**src/hw/rtl/mse_ram.sv**
```systemverilog
// ----------------------------------------------------------------------------
// mse_ram
// Generic single write port, single read port RAM with registered read.
// ----------------------------------------------------------------------------
module mse_ram #(
    parameter int WIDTH = 8,
    parameter int DEPTH = 256,
    localparam int AW = $clog2(DEPTH)
) (
    input  logic             i_clk,
    input  logic             i_we,
    input  logic [AW-1:0]    i_waddr,
    input  logic [WIDTH-1:0] i_wdata,
    input  logic             i_re,
    input  logic [AW-1:0]    i_raddr,
    output logic [WIDTH-1:0] o_rdata
);

    logic [WIDTH-1:0] r_mem [DEPTH];
    logic [WIDTH-1:0] r_rdata;

    // write port
    always_ff @(posedge i_clk) begin
        if (i_we) begin
            r_mem[i_waddr] <= i_wdata;
        end
    end

    // registered read, held while read enable is low
    always_ff @(posedge i_clk) begin
        if (i_re) begin
            r_rdata <= r_mem[i_raddr];
        end
    end

    assign o_rdata = r_rdata;

endmodule

```
**config.mk**
```make
export PLATFORM = sky130hd
export DESIGN_NAME = mse_ram
export DESIGN_NICKNAME = d
export VERILOG_FILES = /design/src/hw/rtl/mse_ram.sv
export SDC_FILE = /design/constraint.sdc
export NUM_CORES = 2
export LEC_CHECK = 0
export BUFFER_PORTS_ARGS = -buffer_cell sky130_fd_sc_hd__buf_2
export CORE_UTILIZATION = 40
export CTS_CLUSTER_SIZE = 40
export DETAILED_ROUTE_END_ITERATION = 7
export PLACE_DENSITY = 0.59
export SLEW_MARGIN = 20
export SYNTH_ARGS = -nofsm -noshare
export SYNTH_HDL_FRONTEND = slang
export SYNTH_SLANG_ARGS = --single-unit
```
**constraint.sdc**
```tcl
create_clock -name i_clk -period 2.5 [get_ports i_clk]
set_input_delay 0.125 -clock i_clk [delete_from_list [all_inputs] [get_ports i_clk]]
set_output_delay 0.125 -clock i_clk [all_outputs]
set_load 0.02 [all_outputs]
```
==> flow_metrics.py <==
metrics = {
    "worst_setup_path": {
        "reg2reg_depth": 6,
        "r2r_slack_ns": 0.06,
        "cp.depth": 6,
        "crit_arrival_ns": 3.01,
        "critical_path_required_ns": 3.07,
        "cp_cell_sequence": "mux4_2, o211ai_1, nand3_1, nor4_2, buf_4, nor4_2",
        "endpoint": "o_rdata[0]",
        "cp-startpoint": "r_mem[51][0]",
        "slowest_delay_ns": 0.50,
        "worstPathMaxFanout": 1,
        "r2r-end": "o_rdata[0]",
        "critPathTopFamily": "simple AND/OR/NAND/NOR gates",
        "worstSetupStartpointType": "register",
        "crit_slowest_cell": "mux4_2",
        "cp.buffers_inverters": 1,
        "r2r_start": "r_mem[51][0]",
        "crit_type": "register to register",
        "cpMostUsedCell": "nor4_2",
        "cp-end-kind": "register",
    },
    "min_path": {
        "hp-class": "primary input to register",
    },
    "synth": {
        "ys_warn_count": 0,
        "syn_inst": 3733,
        "async_reset_ff_share_pct": 0,
        "syn_nets": 3760,
        "yosysSeqAreaShare_pct": 77.5,
        "synth_seq_cells": 2056,
        "synth.avg_cell_area_sq_um": 21.3,
        "syn_area_sq_um": 79600,
        "synth-edff-count": 2056,
        "yosysUniqueCellTypes": 54,
        "ys.flop_type": "edfxtp_1",
    },
    "run_status": {
        "status": "completed",
    },
    "route": {
        "vias": 40800,
        "initialDrtViolationCount": 4825,
        "drc_errors": 0,
        "first_pass_iters": 5,
        "routed_wl_microns": 207000,
        "viasPerCell": 5.63,
        "detail-route-antenna-nets": 0,
        "wl_per_cell_microns": 28.5,
    },
    "clock_network": {
        "cts_root_buffer": "clkbuf_16",
        "clk_latency_ns": 0.87,
        "clk_pin_slew_ns": 0.06,
        "htree_num_levels": 4,
        "numCtsBuffers": 205,
        "cts_tree": "built",
        "post_cts_buffers": 0,
        "clock-sinks": 2056,
        "cts.path.max_buffers": 3,
    },
    "power": {
        "combPwrFrac_pct": 5.7,
        "powerDensity_nw_per_um2": 753,
        "max-vdd-ir-drop_uv": 656,
        "leakagePower_uw": 0.0305,
        "internal_power_uw": 55700,
        "power_uw": 71300,
        "p_switching_uw": 15600,
        "power_frac_seq_pct": 53.3,
        "clkPwrFrac_pct": 40.9,
        "swShare_pct": 21.9,
    },
    "sta": {
        "rsz0062_at_grt": "false",
        "worst_pin_slew_ns": 0.967,
        "fin_crit_ns": 2.44,
        "final-hold-violation-count": 0,
        "max_clock_freq_mhz": 409,
        "finalCritPeriodShare_pct": 97.7,
        "clock_skew_ns": 0.0999,
        "setup_viol": 0,
        "timing.slew.headroom_pct": 35.5,
        "tns_ns": 0,
        "slew_violations": 0,
    },
    "final_layout": {
        "mostFrequentLayoutCells": "2056 x edfxtp_1, 595 x buf_4, 454 x mux4_2",
        "nets": 4466,
        "fill_cells": 16100,
        "syn2layout_area_growth_pct": 18.9,
        "multi_input_area_sq_um": 16600,
        "seq_area_sq_um": 61700,
        "post-route-cell-area_sq_um": 94700,
        "drive_gt1_share_pct": 32.2,
        "final_common_cell": "edfxtp_1",
    },
    "grt": {
        "grt_pass1_vias": 41000,
        "grt_pass1_wl_microns": 296000,
        "grt_antenna_before_repair": 11,
        "overflow": 0,
        "grt_max_degree": 105,
        "grt_use_total_pct": 20.6,
    },
    "die": {
        "core_sq_um": 198000,
        "die_y_microns": 448,
        "die_width_microns": 448,
        "io_pins": 35,
        "rows": 163,
        "initial_core_util_pct": 40.3,
        "dieArea_sq_um": 201000,
    },
    "place": {
        "port_buffers": 34,
        "globalplace.congestion": 0.887,
        "hpwl_microns": 136000,
        "placed_area_sq_um": 88100,
    },
    "job": {
        "drv_cap": 0,
    },
}
## kinds of logic (layout without fill, tap and decap cells)
logic type | count (synthesis) | count (layout) | synth area share (%)
AND/OR/NAND/NOR | 466 | 466 | 2.63
buffers and inverters | 235 | 1103 | 1.83
multiplexers | 591 | 591 | 14.6
flip-flops | 2056 | 2056 | 77.5
other | 0 | 8 | 0
AO/OA/AOI/OAI | 385 | 385 | 3.42
## synthesized netlist by cell type (all sizes together), types with 10 or more instances
cell       n  area share (%)
edfxtp  2056              78
mux4     456              13
nor2     282             1.3
mux2i    134             1.7
a22oi    133             1.3
buf      122             1.3
clkbuf   111            0.52
a21oi     96            0.60
o221ai    47            0.52
nand3     34            0.21
nand2     33            0.16
nor2b     31            0.24
o22ai     28            0.22
nor4      27            0.24
nor3      22            0.14
a211oi    16            0.15
a221oi    14            0.16
o21ai     12           0.075
nand4     10           0.079
o211ai    10           0.094
## final cells by class
cell class | count | share of cell area (%)
tap | 2640 | 3.49
timing repair buffer | 732 | 7.03
antenna | 8 | 0.0211
sequential | 2056 | 65.2
clock buffer | 249 | 5.59
clock inverter | 120 | 1.13
inverter | 2 | 0.00793
multi-input combinational | 1442 | 17.5
## worst min path at each step
stage | from | to | depth (start not counted)
floorplan | i_wdata[0] | r_mem[0][0] | 0
global placement | i_re | o_rdata[4] | 1
detailed placement | i_re | o_rdata[4] | 1
CTS | i_waddr[3] | r_mem[173][4] | 4
global route | i_waddr[3] | r_mem[174][2] | 4
finish | i_waddr[3] | r_mem[172][4] | 4
## flip-flops by register name (all words and copies together), names as in the netlist
| name | cells |
|---|---|
| r_mem | 2048 |
| o_rdata | 8 |
## layer usage
layer	routed length [microns]	vias to the layer above	global-route usage, %	part of all wire, %
met3	14800	246	3.47	7.2
met5	20	-	0	0.0097
li1	-	17100	-	-
met1	87700	21800	29.5	42
met4	4460	2	5.13	2.2
met2	99900	1598	32.9	48
## per-stage QoR
stage | hold slack [ns] | setup slack [ns] | util (%) | std cells
floorplan | 0.224 | 0.299 | - | 3733
global placement | 0.536 | -0.935 | 44.6 | 6855
detailed placement | 0.532 | -0.960 | 44.6 | 6855
CTS | 0.0190 | 0.0498 | 47.9 | 7241
global route | 0.0832 | 0.000496 | 47.9 | 7245
finish | 0.0986 | 0.0570 | 47.9 | 7249
## timing repair
item / 4_1_cts / 5_1_grt
hold buffers: 17 / 0
setup endpoints to repair: 6 / 3
resized for setup: 10 / 4
pin swaps: 0 / 2
endpoints found under the hold margin: 1238 / 0
## tightest hold or removal path, stage by stage
cell,delay (ns)
buf_2,0.17
nand3_1,0.24
nor2_1,0.07
buf_4,0.19
## power groups by stage
| stage | registers (uW) | clock network [uW] | logic (uW) |
|---|---|---|---|
| 6_report | 38000 | 29200 | 4090 |
| 5_1_grt | 38000 | 30900 | 4290 |
| 4_1_cts | 38000 | 29700 | 4120 |
| 3_5_place_dp | 38800 | 0 | 4070 |
| 3_3_place_gp | 38800 | 0 | 4020 |
| 2_1_floorplan | 38800 | 0 | 1850 |
No activity file was read; power rests on OpenSTA's default activity.
